File: src/hw/rtl/sess_tbl_pkg.sv
// Shared widths, field positions and request codes for the session table.
`default_nettype none

package sess_tbl_pkg;

    localparam int NODE_ADDR_W   = 40;
    localparam int SESSION_W     = 32;
    localparam int SLOT_W        = 3;

    localparam int IN_TDATA_W    = 72;
    localparam int OUT_TDATA_W   = 40;
    localparam int OUT_USED_W    = SLOT_W + SESSION_W;

    typedef enum logic
    {
        REQ_LOOKUP = 1'b0,
        REQ_SAVE   = 1'b1
    } req_type_t;

endpackage

`default_nettype wire

File: src/hw/rtl/session_table_by_address_core.sv
// Session table keyed by peer address, with lookup and save over a stream interface.
`default_nettype none

// The block keeps ENTRIES pairs of peer address and session id, all zero after reset.
// A request transfer is first captured in an input register. When the output is not
// stalled, one pass of logic compares the address with every entry, finds the first entry
// that holds the smallest id, updates the table on a save and loads the result register.
// One request completes per cycle while the output is not stalled. The next request sees
// the table as the previous request left it. The rate is set by that single pass
// of logic from the input register through the table update.
module session_table_by_address_core
    import sess_tbl_pkg::*;
#(
    parameter int ENTRIES   = 8,
    parameter int ADDR_BITS = 40
)
(
    input  wire logic                   clk,
    input  wire logic                   rst_n,

    input  wire logic                   s_axis_tvalid,
    output logic                        s_axis_tready,
    // tdata: node_address [39:0], session_value [71:40]
    input  wire logic [IN_TDATA_W-1:0]  s_axis_tdata,
    // tuser: req_type
    input  wire logic                   s_axis_tuser,

    output logic                        m_axis_tvalid,
    input  wire logic                   m_axis_tready,
    // tdata: slot [2:0], stored_id [34:3], zero [39:35]
    output logic [OUT_TDATA_W-1:0]      m_axis_tdata,
    // tuser: hit
    output logic                        m_axis_tuser
);

    localparam int IDX_W = (ENTRIES > 1) ? $clog2(ENTRIES) : 1;

    logic                   in_valid_reg;
    logic                   in_save_reg;
    logic [ADDR_BITS-1:0]   in_addr_reg;
    logic [SESSION_W-1:0]   in_value_reg;

    logic                   out_valid_reg;
    logic                   out_hit_reg;
    logic [SLOT_W-1:0]      out_slot_reg;
    logic [SESSION_W-1:0]   out_id_reg;

    logic [ADDR_BITS-1:0]   entry_addr_reg [ENTRIES];
    logic [SESSION_W-1:0]   entry_id_reg   [ENTRIES];

    logic                   out_free;
    logic                   advance;
    logic [ENTRIES-1:0]     match_vec;
    logic                   match_found;
    logic [IDX_W-1:0]       match_idx;
    logic [IDX_W-1:0]       victim_idx;
    logic [SESSION_W-1:0]   least_id;
    logic [IDX_W-1:0]       sel_idx;
    logic                   read_used;
    logic [SESSION_W-1:0]   sel_id;
    logic                   out_hit_next;
    logic [SLOT_W-1:0]      out_slot_next;
    logic [SESSION_W-1:0]   out_id_next;

    assign out_free      = !out_valid_reg || m_axis_tready;
    assign advance       = in_valid_reg && out_free;
    assign s_axis_tready = !in_valid_reg || out_free;

    always_comb
    begin
        for (int i = 0; i < ENTRIES; i++)
        begin
            match_vec[i] = (entry_addr_reg[i] == in_addr_reg);
        end
        match_found = |match_vec;

        match_idx = '0;
        for (int i = ENTRIES - 1; i >= 0; i--)
        begin
            if (match_vec[i])
            begin
                match_idx = IDX_W'(i);
            end
        end

        least_id   = entry_id_reg[0];
        victim_idx = '0;
        for (int i = 1; i < ENTRIES; i++)
        begin
            if (entry_id_reg[i] < least_id)
            begin
                least_id   = entry_id_reg[i];
                victim_idx = IDX_W'(i);
            end
        end

        if (match_found)
        begin
            sel_idx = match_idx;
        end
        else if (in_save_reg)
        begin
            sel_idx = victim_idx;
        end
        else
        begin
            sel_idx = '0;
        end

        read_used     = match_found || in_save_reg;
        sel_id        = entry_id_reg[sel_idx];
        out_hit_next  = match_found;
        out_slot_next = read_used ? SLOT_W'(sel_idx) : '0;
        out_id_next   = read_used ? sel_id : '0;
    end

    always_ff @(posedge clk or negedge rst_n)
    begin
        if (!rst_n)
        begin
            in_valid_reg <= 1'b0;
        end
        else if (s_axis_tready)
        begin
            in_valid_reg <= s_axis_tvalid;
        end
    end

    always_ff @(posedge clk)
    begin
        if (s_axis_tready && s_axis_tvalid)
        begin
            in_save_reg  <= (s_axis_tuser == REQ_SAVE);
            in_addr_reg  <= ADDR_BITS'(s_axis_tdata[NODE_ADDR_W-1:0]);
            in_value_reg <= s_axis_tdata[NODE_ADDR_W +: SESSION_W];
        end
    end

    always_ff @(posedge clk or negedge rst_n)
    begin
        if (!rst_n)
        begin
            out_valid_reg <= 1'b0;
        end
        else if (out_free)
        begin
            out_valid_reg <= in_valid_reg;
        end
    end

    always_ff @(posedge clk)
    begin
        if (advance)
        begin
            out_hit_reg  <= out_hit_next;
            out_slot_reg <= out_slot_next;
            out_id_reg   <= out_id_next;
        end
    end

    always_ff @(posedge clk or negedge rst_n)
    begin
        if (!rst_n)
        begin
            for (int i = 0; i < ENTRIES; i++)
            begin
                entry_addr_reg[i] <= '0;
                entry_id_reg[i]   <= '0;
            end
        end
        else if (advance && in_save_reg)
        begin
            for (int i = 0; i < ENTRIES; i++)
            begin
                if (sel_idx == IDX_W'(i))
                begin
                    entry_id_reg[i] <= in_value_reg;
                    if (!match_found)
                    begin
                        entry_addr_reg[i] <= in_addr_reg;
                    end
                end
            end
        end
    end

    assign m_axis_tvalid = out_valid_reg;
    assign m_axis_tuser  = out_hit_reg;
    assign m_axis_tdata  = OUT_TDATA_W'({out_id_reg, out_slot_reg});

endmodule

`default_nettype wire

File: config.mk
export PLATFORM = sky130hd
export DESIGN_NAME = session_table_by_address_core
export DESIGN_NICKNAME = d
export VERILOG_FILES = /design/src/hw/rtl/sess_tbl_pkg.sv /design/src/hw/rtl/session_table_by_address_core.sv
export SDC_FILE = /design/constraint.sdc
export NUM_CORES = 1
export LEC_CHECK = 0
export BUFFER_PORTS_ARGS = -buffer_cell sky130_fd_sc_hd__buf_2
export CAP_MARGIN = 20
export CORE_UTILIZATION = 53
export CTS_CLUSTER_SIZE = 10
export DETAILED_ROUTE_END_ITERATION = 8
export PLACE_DENSITY = 0.7
export REMOVE_ABC_BUFFERS = 1
export SKIP_CTS_REPAIR_TIMING = 1
export SLEW_MARGIN = 5
export SYNTH_ARGS = -nofsm -noshare
export SYNTH_HDL_FRONTEND = slang
export SYNTH_SLANG_ARGS = --single-unit
File: constraint.sdc
create_clock -name clk -period 22.6 [get_ports clk]
set_input_delay 4.52 -clock clk [delete_from_list [all_inputs] [get_ports clk]]
set_output_delay 4.52 -clock clk [all_outputs]
set_load 0.005 [all_outputs]
## Yosys cells after proc, flatten, opt, wreduce, memory -nomap -nowiden

Index checks and enable logic that the tools add are counted.
Widths: inputs -> output; s select.

| word-level totals | value |
|---|---|
| flip-flop bits (word level) | 687 |
| bits of input ports | 77 |
| output and inout port bits | 43 |
| word-level logic and storage cells | 101 |

| operators by class | value |
|---|---|
| magnitude comparators | 8 |
| equality and inequality tests | 15 |
| multiplexer cells | 26 |
| bitwise gates (word level) | 2 |
| reduce and logical (&&, ||, !) cells | 26 |

Operator list:

| cell | count |
|---|---|
| $eq 40x40->1 | 8 |
| $mux 32 | 8 |
| $lt 32x32->1 | 7 |
| $bmux 32 s3 | 1 |
| $mux 3 | 16 |
| $reduce_and 3->1 | 8 |
| $reduce_and 2->1 | 8 |
| $eq 3x3->1 const B | 4 |
| $reduce_or 8->1 | 1 |
| $eq 3x2->1 const B | 2 |
| $ge 4x4->1 const B | 1 |
| $not 3->4 | 1 |
| $eq 3x1->1 const B | 1 |
| $logic_and 1x1->1 | 3 |
| $logic_not 3->1 | 1 |
| $logic_or 1x1->1 | 3 |
| $logic_not 1->1 | 2 |
| $mux 1 | 1 |
| $not 1->1 | 1 |

## Depth between registers and ports, before layout

Gate-level depths: netlist (run 1).

| depth | value |
|---|---|
| depth after elaboration | 20 |
| gate-level depth with buffers | 112 |
| gate-level depth less buffers | 98 |

## Worst setup path before layout (run 1)

OpenSTA, ideal clock, no wires.

| timing | value |
|---|---|
| kind | register to register |
| start point | register entry_id_reg[222] (netlist bit) |
| end point | register out_id_reg[30], data pin |
| setup time | 0.259 ns |
| data arrival time | 19.270 ns |
| required time | 22.341 ns |
| setup slack | 3.071 ns |
| stages on the path, launching flop included | 101 |
| path buffers | 16 |
| period minus slack after synthesis | 19.529 ns |
| cells stage by stage | dfrtp_1 ha_1 nand4_1 nor3_1 a221oi_1 nand2_1 a21oi_1 clkbuf_1 clkbuf_1 a21oi_1 ha_1 and4_1 and2_1 o2111ai_1 and4_1 o211ai_1 a221o_1 clkbuf_1 [65 not listed] clkbuf_1 buf_1 nand2_1 o21ai_0 ha_1 nand4_1 or4_1 a211oi_1 nand3_1 or2_1 o31a_1 o41ai_4 inv_2 buf_2 buf_2 mux2i_1 o22ai_1 a211o_1 |

| between the ends | value |
|---|---|
| cells in the longest elaborated chain, start to end | 20 |
| elaborated cells on any way between the ends | 26 |
| those cells by class | order compare: 7; mux: 18; bitwise: 1 |

Ends and longest elaborated chain:

| item | line | source |
|---|---|---|
| start: declaration | session_table_by_address_core.sv:49 | `logic [SESSION_W-1:0] entry_id_reg [ENTRIES];` |
| start signal: indexed assignment | session_table_by_address_core.sv:177 | `entry_id_reg[i] <= in_value_reg;` |
| $lt 32x32->1 | session_table_by_address_core.sv:90 | `if (entry_id_reg[i] < least_id)` |
| $mux 32 | session_table_by_address_core.sv:90 |  |
| $lt 32x32->1 | session_table_by_address_core.sv:90 |  |
| $mux 32 | session_table_by_address_core.sv:90 |  |
| $lt 32x32->1 | session_table_by_address_core.sv:90 |  |
| $mux 32 | session_table_by_address_core.sv:90 |  |
| $lt 32x32->1 | session_table_by_address_core.sv:90 |  |
| $mux 32 | session_table_by_address_core.sv:90 |  |
| [3 not listed] | - |  |
| $mux 32 | session_table_by_address_core.sv:90 |  |
| $lt 32x32->1 | session_table_by_address_core.sv:90 |  |
| $mux 3 | session_table_by_address_core.sv:90 |  |
| $mux 3 | session_table_by_address_core.sv:101 | `else if (in_save_reg)` |
| $mux 3 | session_table_by_address_core.sv:97 | `if (match_found)` |
| $not 3->4 (not written as such) | session_table_by_address_core.sv:111 | `sel_id = entry_id_reg[sel_idx];` |
| $bmux 32 s3 (*) | session_table_by_address_core.sv:111 |  |
| $mux 32 (not written as such) (*) (2 in series) | session_table_by_address_core.sv:111 |  |
| end signal: assignment | session_table_by_address_core.sv:157 | `out_id_reg <= out_id_next;` |
| end: declaration | session_table_by_address_core.sv:46 | `logic [SESSION_W-1:0] out_id_reg;` |

Every way passes the cells marked *; elsewhere a longest branch is shown, timed or not. The select of a mux whose other input is x is not followed.
A chain may end at the register's enable or synchronous reset.

## Final worst setup path (run 1)

| timing | value |
|---|---|
| start point | register entry_id_reg[223] (netlist bit) |
| end point | register out_id_reg[15], data pin |

| between the ends | value |
|---|---|
| cells in the longest elaborated chain, start to end | 20 |
| elaborated cells on any way between the ends | 26 |
| those cells by class | order compare: 7; mux: 18; bitwise: 1 |

Ends and longest elaborated chain:

| item | line |
|---|---|
| $lt 32x32->1 | session_table_by_address_core.sv:90 |
| $mux 32 | session_table_by_address_core.sv:90 |
| $lt 32x32->1 | session_table_by_address_core.sv:90 |
| $mux 32 | session_table_by_address_core.sv:90 |
| $lt 32x32->1 | session_table_by_address_core.sv:90 |
| $mux 32 | session_table_by_address_core.sv:90 |
| $lt 32x32->1 | session_table_by_address_core.sv:90 |
| $mux 32 | session_table_by_address_core.sv:90 |
| [3 not listed] | - |
| $mux 32 | session_table_by_address_core.sv:90 |
| $lt 32x32->1 | session_table_by_address_core.sv:90 |
| $mux 3 (*) | session_table_by_address_core.sv:90 |
| $mux 3 (*) | session_table_by_address_core.sv:101 |
| $mux 3 (*) | session_table_by_address_core.sv:97 |
| $not 3->4 (not written as such) (*) | session_table_by_address_core.sv:111 |
| $bmux 32 s3 (*) | session_table_by_address_core.sv:111 |
| $mux 32 (not written as such) (*) (2 in series) | session_table_by_address_core.sv:111 |

Marks and branches as above.

==> results by group, run 1 <==
Outcome
  – Status: completed

Place
  – Port bufs: 114
  – Placed cells: 4247
  – DP HPWL: 72800 µm
  – Dpl cell area: 40000 µm²
  – GPL Wtd Cong: 0.944

Setup path
  – CP max-delay cell: a2111oi_0
  – Worst Setup End Kind: register
  – Most frequent CP cell: o21ai_0
  – Kind of critical path: register to register
  – Startpoint Class: register
  – Worst endpoint required time: 22.97 ns
  – Largest stage delay, worst path: 0.49 ns
  – Arrival time of the worst setup path: 21.61 ns
  – Worst-path fanout max: 34

Layout
  – Number of diodes: 0
  – Number of flip-flops in the largest register: 320
  – Post-route insts no fill: 4392
  – Area Growth Syn to Fin: 10.9%
  – Share of cells above drive strength 1: 24.8%
  – Final std cell area, no fill: 42700 µm²
  – # fillers: 5814
  – Nets: 3678

Global routing
  – First-pass GRT wire length: 162000 µm
  – Initial antenna violation count: 2
  – Number of global-route vias before repair: 27400
  – Total track usage: 28.5%
  – Largest net degree at the start of global routing: 92
  – GRT overflow: 0

Yosys
  – Post-synth top area share: 37.5%
  – Top_reg_cell synth: dfrtp_1
  – Synth area leaders: dfrtp_1, mux2_2, edfxtp_1
  – Post-synth EDFFs: 109
  – Avg Cell Area, Syn: 11.6 µm²
  – Mapped Cells: 3334
  – YS warnings: 0
  – Count leader, synth: dfrtp_1
  – Synth Register Bits: 687
  – Cell taking the most area after synthesis: dfrtp_1
  – Synthesized area: 38500 µm²
  – Sequential area share after synthesis: 46.0%
  – Post-synth ARST share: 84.1%
  – Netlist cell types: 68
  – Top cells by count, synth: dfrtp_1, mux2_2, ha_1

Timing
  – Hold_ws: 0.504 ns
  – Final hold vios: 0
  – Max-slew headroom: 30.4%
  – Fmax: 0.0471 GHz
  – Setup Skew: 0.0363 ns
  – Tmin final: 21.24 ns
  – Final critical-path share of the clock period: 94.0%
  – Fin. max-slew vios: 0
  – Worst Max-Slew Pin Slew: 1.04 ns
  – RSZ-0062 raised after global routing: false
  – Final setup fails: 0

CTS
  – CTS clock-pin slew for the worst setup and hold paths: 0.06 ns
  – Clk buf depth: 3
  – Clk Latency, worst-skew pair: 0.65 ns
  – Cts bufs inserted: 82
  – CTS sink cnt: 687
  – Root Driver: clkbuf_16
  – CTS tree: done
  – Max H-tree Level: 3

Drt
  – Via/cell ratio: 6.04
  – First drt pass iteration count: 7
  – DRC: 0
  – Vias: 26500
  – Drt wl/cell: 23.9 µm
  – Remaining antenna violation count: 0
  – DRT iter0 DRCs: 1910
  – Final WL: 105000 µm

Floorplanning
  – Initial Utilization: 53.7%
  – Row count: 98
  – Die area: 73800 µm²
  – Core area: 71700 µm²
  – # IOs: 120
  – DIE HEIGHT: 272 µm
  – Die Wd: 272 µm

Run
  – Max cap viols: 0

Worst hold path
  – Min-delay worst type: register to register
-- cell usage in the layout (no fill, tap or decap), types with 117 or more instances in the layout --
cell type	synthesis	layout
dfrtp_1	578	578
mux2_2	525	525
ha_1	209	209
xnor2_1	186	186
inv_1	139	139
nand2_1	139	139
xor2_1	137	137
o21ai_0	136	135
a21oi_1	132	129
nor2_1	131	117
-- area by class of cell --
| type | count | area (µm²) | area share (%) |
|---|---|---|---|
| multi-input cells | 2298 | 19500 | 45.6 |
| flip-flops and latches | 687 | 17700 | 41.5 |
| clock buffers | 123 | 2270 | 5.31 |
| repair buffers | 183 | 1310 | 3.07 |
| well taps | 950 | 1190 | 2.78 |
| inverters | 140 | 528 | 1.24 |
| clock inverters | 11 | 210 | 0.492 |
-- metrics by stage --
stage / setup slack (ns) / setup TNS (ns) / util (%)
after detailed placement: 0.577 / 0 / 55.8
final: 1.36 / 0 / 59.6
after CTS: 0.498 / 0 / 59.2
after global routing: 0.00230 / 0 / 59.6
after global placement: 0.882 / 0 / 55.8
after floorplan: -6.37 / -3416.75 / -
-- routing by layer --
metal,global-route usage (%),vias up,part of all wire (%)
li1,-,12100,-
met1,38.2,13400,43
met2,46.4,795,47
met3,3.90,243,5.1
met4,12.4,0,4.6
met5,0,-,0
-- worst max-delay path: cells and delay by family (launching register included) --
kind | cells | cell delay [ns]
and+or+nand+nor | 29 | 4.76
AOI/OAI and AO/OA | 49 | 10.95
buffers and inverters | 8 | 2.06
DFF | 1 | 0.46
adders and majority gates | 7 | 2.19
muxes | 2 | 0.49
-- cell families (layout without fill, tap and decap cells) --
group | count (synthesis) | after routing | share of synthesized area, %
multiplexers | 712 | 712 | 20.6
flip-flops | 687 | 687 | 46.0
AND/OR/NAND/NOR | 553 | 554 | 7.20
AO/OA/AOI/OAI | 491 | 492 | 7.96
buffers and inverters | 355 | 457 | 4.04
XOR/XNOR | 323 | 323 | 7.34
adder cells (fa/ha/maj) | 212 | 212 | 6.86
other | 1 | 5 | 0.00973
-- path summary, 6_finish.rpt --
check | from | to | slack (ns) | cells after the start
max in group asynchronous | rst_n | entry_addr_reg[142]$_DFFE_PN0P_ | 15.75 | 4
min in group asynchronous | rst_n | entry_id_reg[250]$_DFFE_PN0P_ | 3.93 | 1
min reg2reg | entry_id_reg[236]$_DFFE_PN0P_ | entry_id_reg[236]$_DFFE_PN0P_ | 0.50 | 1
min | entry_id_reg[236]$_DFFE_PN0P_ | entry_id_reg[236]$_DFFE_PN0P_ | 0.50 | 1
max reg2reg | entry_id_reg[223]$_DFFE_PN0P_ | out_id_reg[15]$_SDFFCE_PN0P_ | 1.36 | 95
max | entry_id_reg[223]$_DFFE_PN0P_ | out_id_reg[15]$_SDFFCE_PN0P_ | 1.36 | 95
Power of run 1 is not shown: default switching activity piles up to over one toggle a cycle in this logic, so the estimate is an artifact.
==> run 2: changes to the inputs <==
Settings changed: CORE_UTILIZATION 53 to 30, CTS_BUF_LIST from default to sky130_fd_sc_hd__clkbuf_4, PLACE_DENSITY 0.7 to default.
Clock period 22.6 ns to 17.3 ns, I/O delays scaled along.
==> run 2 against run 1 <==
Net effect:
- the flow now finishes with violations (setup timing)
- fmax up 16%
- non-clock buffer count up 456
- worst setup slack worse by 2.3 ns
- die area increased by 76%
- clock skew up 0.052 ns
- via count is 9.4% higher
- highest routed layer unchanged
==> results by group, run 2 (synthesis gave the netlist of run 1 again) <==
Layout
  – Area Growth Syn to Fin: 30.1% (was 10.9%)
  – Util after Layout: 39.3% (was 59.6%)
  – Number of flip-flops in the largest register: 320 (unchanged)
  – Share of cells above drive strength 1: 42.0% (was 24.8%)
  – Multi-input logic area: 21300 µm² (was 19500 µm²)
  – Nets: 4238 (was 3678)
  – # fillers: 12300 (was 5814)
  – Commonest non-fill, non-tap cell in the layout: dfrtp_1 (unchanged)
  – Most frequent cells in the layout: dfrtp_1, mux2_2, buf_4 (was dfrtp_1, mux2_2, ha_1)
  – Register area: 17700 µm² (unchanged)

Timing
  – Max-slew headroom: 29.4% (was 30.4%)
  – Post-Route Setup TNS: -484.51 ns (was 0 ns)
  – Final setup fails: 610 (was 0)
  – Fmax: 0.0547 GHz (was 0.0471 GHz)
  – Fin. max-slew vios: 0 (unchanged)
  – Worst Max-Slew Pin Slew: 1.06 ns (was 1.04 ns)
  – RSZ-0062 raised after global routing: true (was false)
  – Tmin final: 18.29 ns (was 21.24 ns)
  – Final critical-path share of the clock period: 106% (was 94.0%)
  – Final hold vios: 0 (unchanged)
  – Fin worst setup slack: -0.986 ns (was 1.36 ns)
  – Setup Skew: 0.0880 ns (was 0.0363 ns)

Setup path
  – Worst Setup End Kind: register (unchanged)
  – Worst endpoint required time: 18.29 ns (was 22.97 ns)
  – Largest stage delay, worst path: 0.55 ns (was 0.49 ns)
  – Worst R2R Start: entry_id_reg[206]$_DFFE_PN0P_ (was entry_id_reg[223]$_DFFE_PN0P_)
  – Top Family by Delay on Critical Path: simple AND/OR/NAND/NOR gates (was compound AO/OA/AOI/OAI gates)
  – Launch point of the worst path: entry_id_reg[206]$_DFFE_PN0P_ (was entry_id_reg[223]$_DFFE_PN0P_)
  – Kind of critical path: register to register (unchanged)
  – Startpoint Class: register (unchanged)
  – Arrival time of the worst setup path: 19.27 ns (was 21.61 ns)
  – Crit path buffers/inverters: 30 (was 8)
  – Most frequent CP cell: buf_4 (was o21ai_0)
  – Worst-path fanout max: 8 (was 34)
  – CP max-delay cell: or4_4 (was a2111oi_0)

Global routing
  – Largest net degree at the start of global routing: 142 (was 92)
  – Initial antenna violation count: 4 (was 2)
  – GRT overflow: 0 (unchanged)
  – Number of global-route vias before repair: 28300 (was 27400)
  – Total track usage: 17.5% (was 28.5%)
  – First-pass GRT wire length: 173000 µm (was 162000 µm)

Drt
  – DRT iter0 DRCs: 1943 (was 1910)
  – Final WL: 124000 µm (was 105000 µm)
  – Via/cell ratio: 5.03 (was 6.04)
  – Vias: 29000 (was 26500)
  – First drt pass iteration count: 6 (was 7)
  – DRC: 0 (unchanged)
  – Drt wl/cell: 21.4 µm (was 23.9 µm)
  – Remaining antenna violation count: 0 (unchanged)

CTS
  – CTS tree: done (unchanged)
  – Cts bufs inserted: 186 (was 82)
  – CTS clock-pin slew for the worst setup and hold paths: 0.06 ns (about the same)
  – Clk Latency, worst-skew pair: 1.16 ns (was 0.65 ns)
  – Root Driver: clkbuf_4 (was clkbuf_16)
  – CTS sink cnt: 687 (unchanged)
  – Clk buf depth: 3 (unchanged)
  – Max H-tree Level: 4 (was 3)

Outcome
  – Failing checks: setup timing
  – Status: finished, violations left (was completed)

Place
  – Placement Setup Slack: -2.68 ns (was 0.577 ns)
  – Port bufs: 114 (unchanged)
  – DP HPWL: 81100 µm (was 72800 µm)
  – GPL Wtd Cong: 0.891 (was 0.944)

Worst hold path
  – Min-delay worst type: register to register (unchanged)
  – Hold path startpoint: entry_addr_reg[199]$_DFFE_PN0P_ (was entry_id_reg[236]$_DFFE_PN0P_)

Floorplanning
  – Core area: 128000 µm² (was 71700 µm²)
  – DIE HEIGHT: 360 µm (was 272 µm)
  – Initial Utilization: 30.2% (was 53.7%)
  – Die area: 130000 µm² (was 73800 µm²)
  – Row count: 131 (was 98)
  – # IOs: 120 (unchanged)
  – Die Wd: 360 µm (was 272 µm)

Run
  – Max cap viols: 0 (unchanged)
[run 2: changes by cell type in the layout (fill, tap and decap cells not counted), sizes merged]
| cell | previous run | this run |
|---|---|---|
| clkinvlp | 0 | 4 |
| a21oi | 132 | 133 |
| inv | 141 | 145 |
| diode | 0 | 5 |
| clkbuf | 123 | 299 |
| clkinv | 9 | 57 |
| bufinv | 1 | 0 |
| nor3 | 19 | 18 |
| buf | 183 | 612 |
[run 2: metal layers]
layer	track usage [%]	vias up	wire length [µm]
met5	0	-	0
met4	7.31	0	4620
met3	3.01	254	6480
met2	28.4	836	58300
met1	22.9	14600	54300
li1	-	13400	-
[run 2: worst paths after layout]
| path | slack [ns] | cells past startpoint | to |
|---|---|---|---|
| max in group asynchronous | 12.30 | 4 | entry_addr_reg[7]$_DFFE_PN0P_ |
| min in group asynchronous | 2.28 | 1 | entry_id_reg[211]$_DFFE_PN0P_ |
| worst min register to register | 0.51 | 1 | entry_addr_reg[199]$_DFFE_PN0P_ |
| worst min-delay path | 0.51 | 1 | entry_addr_reg[199]$_DFFE_PN0P_ |
| worst max-delay path | -0.99 | 97 | entry_id_reg[166]$_DFFE_PN0P_ |
| worst max register to register | -0.99 | 97 | entry_id_reg[166]$_DFFE_PN0P_ |
[run 2: cell type report]
| class | instances | area share [%] |
|---|---|---|
| multi-input combinational | 2298 | 42.4 |
| sequential | 687 | 35.4 |
| timing repair buffer | 639 | 12.2 |
| tap | 1662 | 4.15 |
| clock buffer | 272 | 4.07 |
| inverter | 140 | 1.06 |
| clock inverter | 66 | 0.676 |
| antenna | 5 | 0.0250 |
[run 2: stage by stage]
step	instances	cell area (µm²)	hold WS, ns
3_3_place_gp	5292	43900	0.487
5_1_grt	5767	50100	0.521
3_5_place_dp	5292	43900	0.496
6_report	5769	50100	0.505
4_1_cts	5630	46300	0.510
2_1_floorplan	3123	37500	0.463
Power of run 2 is left out for the same reason.
